===== config.mk =====
export PLATFORM = sky130hd
export DESIGN_NAME = sqd_ctrl
export DESIGN_NICKNAME = d
export VERILOG_FILES = /design/src/rtl/sqd_pkg.sv /design/src/rtl/sqd_ctrl.sv
export SDC_FILE = /design/constraint.sdc
export NUM_CORES = 1
export LEC_CHECK = 0
export ABC_CLOCK_PERIOD_IN_PS = 3400
export BUFFER_PORTS_ARGS = -buffer_cell sky130_fd_sc_hd__buf_2
export CORE_AREA = 2 2 39 41
export DETAILED_ROUTE_END_ITERATION = 10
export DIE_AREA = 0 0 41 43
export GPL_TIMING_DRIVEN = 0
export PLACE_DENSITY = 0.67
export SYNTH_ARGS = -nofsm -noshare
export SYNTH_HDL_FRONTEND = slang
export SYNTH_SLANG_ARGS = --single-unit

===== constraint.sdc =====
create_clock -name clk -period 3.4 [get_ports clk]
set_clock_uncertainty 0.1 [all_clocks]
set_input_delay 0.34 -clock clk [delete_from_list [all_inputs] [get_ports clk]]
set_output_delay 0.34 -clock clk [all_outputs]
set_load 0.05 [all_outputs]

===== src/rtl/sqd_pkg.sv =====
package sqd_pkg;

  // Item kinds on the input channel
  localparam logic MODE_HDR  = 1'b0;
  localparam logic MODE_DATA = 1'b1;

  // Float constants
  localparam logic [31:0] F32_POS_ZERO = 32'h0000_0000;
  localparam logic [31:0] F32_NEG_ZERO = 32'h8000_0000;
  localparam logic [31:0] F32_QNAN     = 32'h7FC0_0000;

  // Sequencer steps: four scale products, two weights, two accumulates
  typedef enum logic [2:0] {
    OP_D1 = 3'd0,
    OP_M1 = 3'd1,
    OP_D2 = 3'd2,
    OP_M2 = 3'd3,
    OP_VL = 3'd4,
    OP_VH = 3'd5,
    OP_AL = 3'd6,
    OP_AH = 3'd7
  } op_t;

  // Controller to datapath
  typedef struct packed {
    logic load_hdr;
    logic load_item;
    logic start;
    logic write_res;
    logic emit;
    op_t  op;
  } cmd_t;

  // Datapath to controller
  typedef struct packed {
    logic fma_done;
    logic out_free;
    logic row_end;
  } sts_t;

endpackage


===== src/rtl/sqd_ctrl.sv =====
// Controller: accepts beats, steps the eight FMA passes of a data byte, emits at row end
module sqd_ctrl (
  input  logic          clk,
  input  logic          rst_n,
  input  logic          in_valid,
  input  logic          in_mode,
  output logic          in_ready,
  input  sqd_pkg::sts_t sts,
  output sqd_pkg::cmd_t cmd
);

  typedef enum logic [3:0] {
    S_IDLE  = 4'b0001,
    S_ISSUE = 4'b0010,
    S_WAIT  = 4'b0100,
    S_EMIT  = 4'b1000
  } state_t;

  state_t       state_r, state_nxt;
  sqd_pkg::op_t op_r, op_nxt;

  // Next state and commands
  always_comb begin
    state_nxt     = state_r;
    op_nxt        = op_r;
    in_ready      = 1'b0;
    cmd           = '0;
    cmd.op        = op_r;
    unique case (state_r)
      S_IDLE: begin
        in_ready = 1'b1;
        if (in_valid) begin
          if (in_mode == sqd_pkg::MODE_DATA) begin
            cmd.load_item = 1'b1;
            op_nxt        = sqd_pkg::OP_D1;
            state_nxt     = S_ISSUE;
          end else begin
            cmd.load_hdr = 1'b1;
          end
        end
      end
      S_ISSUE: begin
        cmd.start = 1'b1;
        state_nxt = S_WAIT;
      end
      S_WAIT: begin
        if (sts.fma_done) begin
          cmd.write_res = 1'b1;
          if (op_r == sqd_pkg::OP_AH) begin
            state_nxt = sts.row_end ? S_EMIT : S_IDLE;
          end else begin
            op_nxt    = sqd_pkg::op_t'(3'(op_r + 3'd1));
            state_nxt = S_ISSUE;
          end
        end
      end
      S_EMIT: begin
        if (sts.out_free) begin
          cmd.emit  = 1'b1;
          state_nxt = S_IDLE;
        end
      end
      default: state_nxt = S_IDLE;
    endcase
  end

  always_ff @(posedge clk) begin
    if (!rst_n) begin
      state_r <= S_IDLE;
      op_r    <= sqd_pkg::OP_D1;
    end else begin
      state_r <= state_nxt;
      op_r    <= op_nxt;
    end
  end

endmodule

==> results.md <==
* Req. time, crit path at 2.96 ns
* Dpl ws at around 1.7 ns
* DP HPWL at 768.5 µm
* CTS tree: done
* Synth cell types at 24
* Synthesized area per cell at 8.012 µm²
* Area growth from synthesis to layout at 25.48%
* Cts bufs inserted at 3
* Initial DRC Count at 22
* Fmax at between 0.4 and 0.5 GHz
* Die height at 43 µm
* Max-cap viol count at 0
* Register area at 140.1 µm²
* CTS HTree Levels at 1
* Tmin final at 2.012 ns
* HP Class: primary input to flip-flop
* Worst-path fanout max at 9
* CTS Root Cell: clkbuf_4
* Hold WS at 0.2749 ns
* Clock sink count at 7
* Vias/cell at 5.560
* Tcrit/Tclk final at 0.5919
* Outcome: finished, final reports clean
* Synth Register Bits at 7
* Leakage at 0.2708 nW
* Crit path largest cell delay at about 0.29 ns
* Avg WL per Cell at ~11 µm
* Post-CTS Setup Repair Bufs at 0
* Setup crit start kind: flip-flop
* Syn Inst Count at 57
* Synth Warn # at 0
* Starting Density at 0.3300
* Total grt overflow at 0
* GP Congestion at 0.7974
* RSZ-0062 raised after global routing: false
* Setup WS post-layout at 1.388 ns
* Hold_buf cts at 0
* Syn_nets at 66
* WL final at 1.007 mm
* Drc violations at 0
* Via Count at just over 500
* Die area at approximately 0.0018 mm²
* Data arrival, critical path at 1.57 ns
* Die outline width at between 40 and 50 µm
* Fillers at 143
* Netlist Area Pre-Place at 456.7 µm²
* IO Count at 16
* Worst-path clk slew at 0.06 ns
* Worst-Skew Late Latency at 0.26 ns
* Hold path depth at 3
* Largest net degree at the start of global routing at 10
* Core box area at 0.001384 mm²
* Antenna fix cells at 0
* Slew headroom at 0.6628
* Worst r2r path cells at 4
* Pre-Repair DR Iteration Count at 4
* Row Count at 14
* Setup violations, final at 0
* Sequential area share after synthesis at 0.3068
* Max IR drop VDD at roughly 210 µV
* Vias in the first global route at about 390
* CTS resizes at 0
* Final-report hold violation count at 0
* IO Port Bufs at 14
* Global Route Usage Sum at 0.1335
* Footprint of the multi-input gates at 294.0 µm²
* Initial antenna violation count at 0
* Clock tree buffer depth at 2
* Final max-slew violation count at 0
* Total Nets Final at 85
* CP Class: flip-flop to output pin
* Antenna Nets Post-Route at 0
* Slowest cell on crit path: dfxtp_1
* Setup crit end kind: output pin
* Crit-path cells: clkbuf_1 > nor2_1 > nand2_1 > nor3b_1 > buf_2
* Share of cells above drive strength 1 at 0.2667
* Pwr Density at around 540 mW/mm²
* Worst-margin pin slew at 0.5020 ns
* First-pass GRT wire length at 1.593 mm
* Setup_tns at 0 ns
-- critical path, delay by kind of cell (launching register included) --
family / cells / cell delay (ns)
buf+inv: 2 / 0.47
flops: 1 / 0.29
simple gates: 3 / 0.56
-- area by class of cell --
class                           instances  area share
Sequential cell                         7      0.2445
Clock buffer                            4     0.04585
Timing Repair Buffer                   14      0.1223
Multi-Input combinational cell         44      0.5131
Buffer                                  2     0.01310
Inverter                                4     0.02620
Tap cell                               16     0.03493
-- cells in the final DEF (no fill, tap or decap), types with 2 or more instances in the layout --
cell type	n
buf_2	14
dfxtp_1	7
nand2_1	6
nor2_1	6
inv_1	4
nor3_1	4
nand3_1	4
clkbuf_1	3
clkbuf_4	3
nand2b_1	2
nor3b_1	2
mux2i_1	2
a31oi_1	2
a21oi_1	2
o21ai_0	2
ha_1	2
-- where the power goes --
group | total, mW | internal [mW] | switching [mW]
clock network | 0.0788 | 0.0450 | 0.0338
logic | 0.133 | 0.0419 | 0.0913
registers | 0.0953 | 0.0900 | 0.00530
total | 0.307 | 0.177 | 0.130
-- through the flow --
stage / power (mW) / area, µm² / instances / util
after CTS: 0.3100 / 573.1 / 91 / 0.4141
after global placement: 0.2287 / 546.8 / 87 / 0.3951
after global routing: 0.3258 / 573.1 / 91 / 0.4141
after floorplan: 0.2037 / 456.7 / 57 / -
final: 0.3073 / 573.1 / 91 / 0.4141
after detailed placement: 0.2298 / 546.8 / 87 / 0.3951
-- per-layer routing --
layer	global-route usage	part of all wire	vias to the layer above
met5	0	0	-
met4	0.1000	0.018	0
met3	0.01571	0.083	4
met2	0.1719	0.44	27
met1	0.1929	0.45	234
li1	-	-	241
-- cells in the mapped netlist --
library cell  count  area, µm²
nor3_1            4      20.02
nor4b_1           1      8.760
and3_1            1      6.260
nand2_1           6      22.52
or3_4             1      11.26
clkbuf_1          2      7.510
o21a_1            1      7.510
and4b_1           1      10.01
nand3_1           4      20.02
a21oi_1           2      10.01
o22ai_1           1      6.260
o21ai_0           2      10.01
o21bai_1          1      7.510
nor3b_1           2      15.01
o32ai_4           1      27.53
a31oi_1           2      12.51
dfxtp_1           7      140.1
mux2i_1           2      20.02
and2b_2           1      8.760
nand2b_1          2      12.51
ha_1              2      25.02
o311a_1           1      10.01
inv_1             4      15.01
nor2_1            6      22.52
-- state kept, by name, indices dropped and copies added, names as in the netlist --
signal,count
state_r,4
op_r,3
-- final timing paths --
path	slack (ns)	end	from
setup / recovery	1.39	cmd[7]	state_r[1]
hold reg to reg	0.37	op_r[1]	op_r[1]
setup reg to reg	1.82	op_r[2]	state_r[2]
hold / removal	0.27	op_r[0]	sts[2]
-- cell families after synthesis --
| logic type | count (synthesis) | synth area share |
|---|---|---|
| multiplexers | 2 | 0.04384 |
| AO/OA/AOI/OAI | 11 | 0.2000 |
| buffers and inverters | 6 | 0.04931 |
| flip-flops | 7 | 0.3068 |
| AND/OR/NAND/NOR | 29 | 0.3452 |
| adder cells (fa/ha/maj) | 2 | 0.05479 |
(Power assumes the default switching activity.)
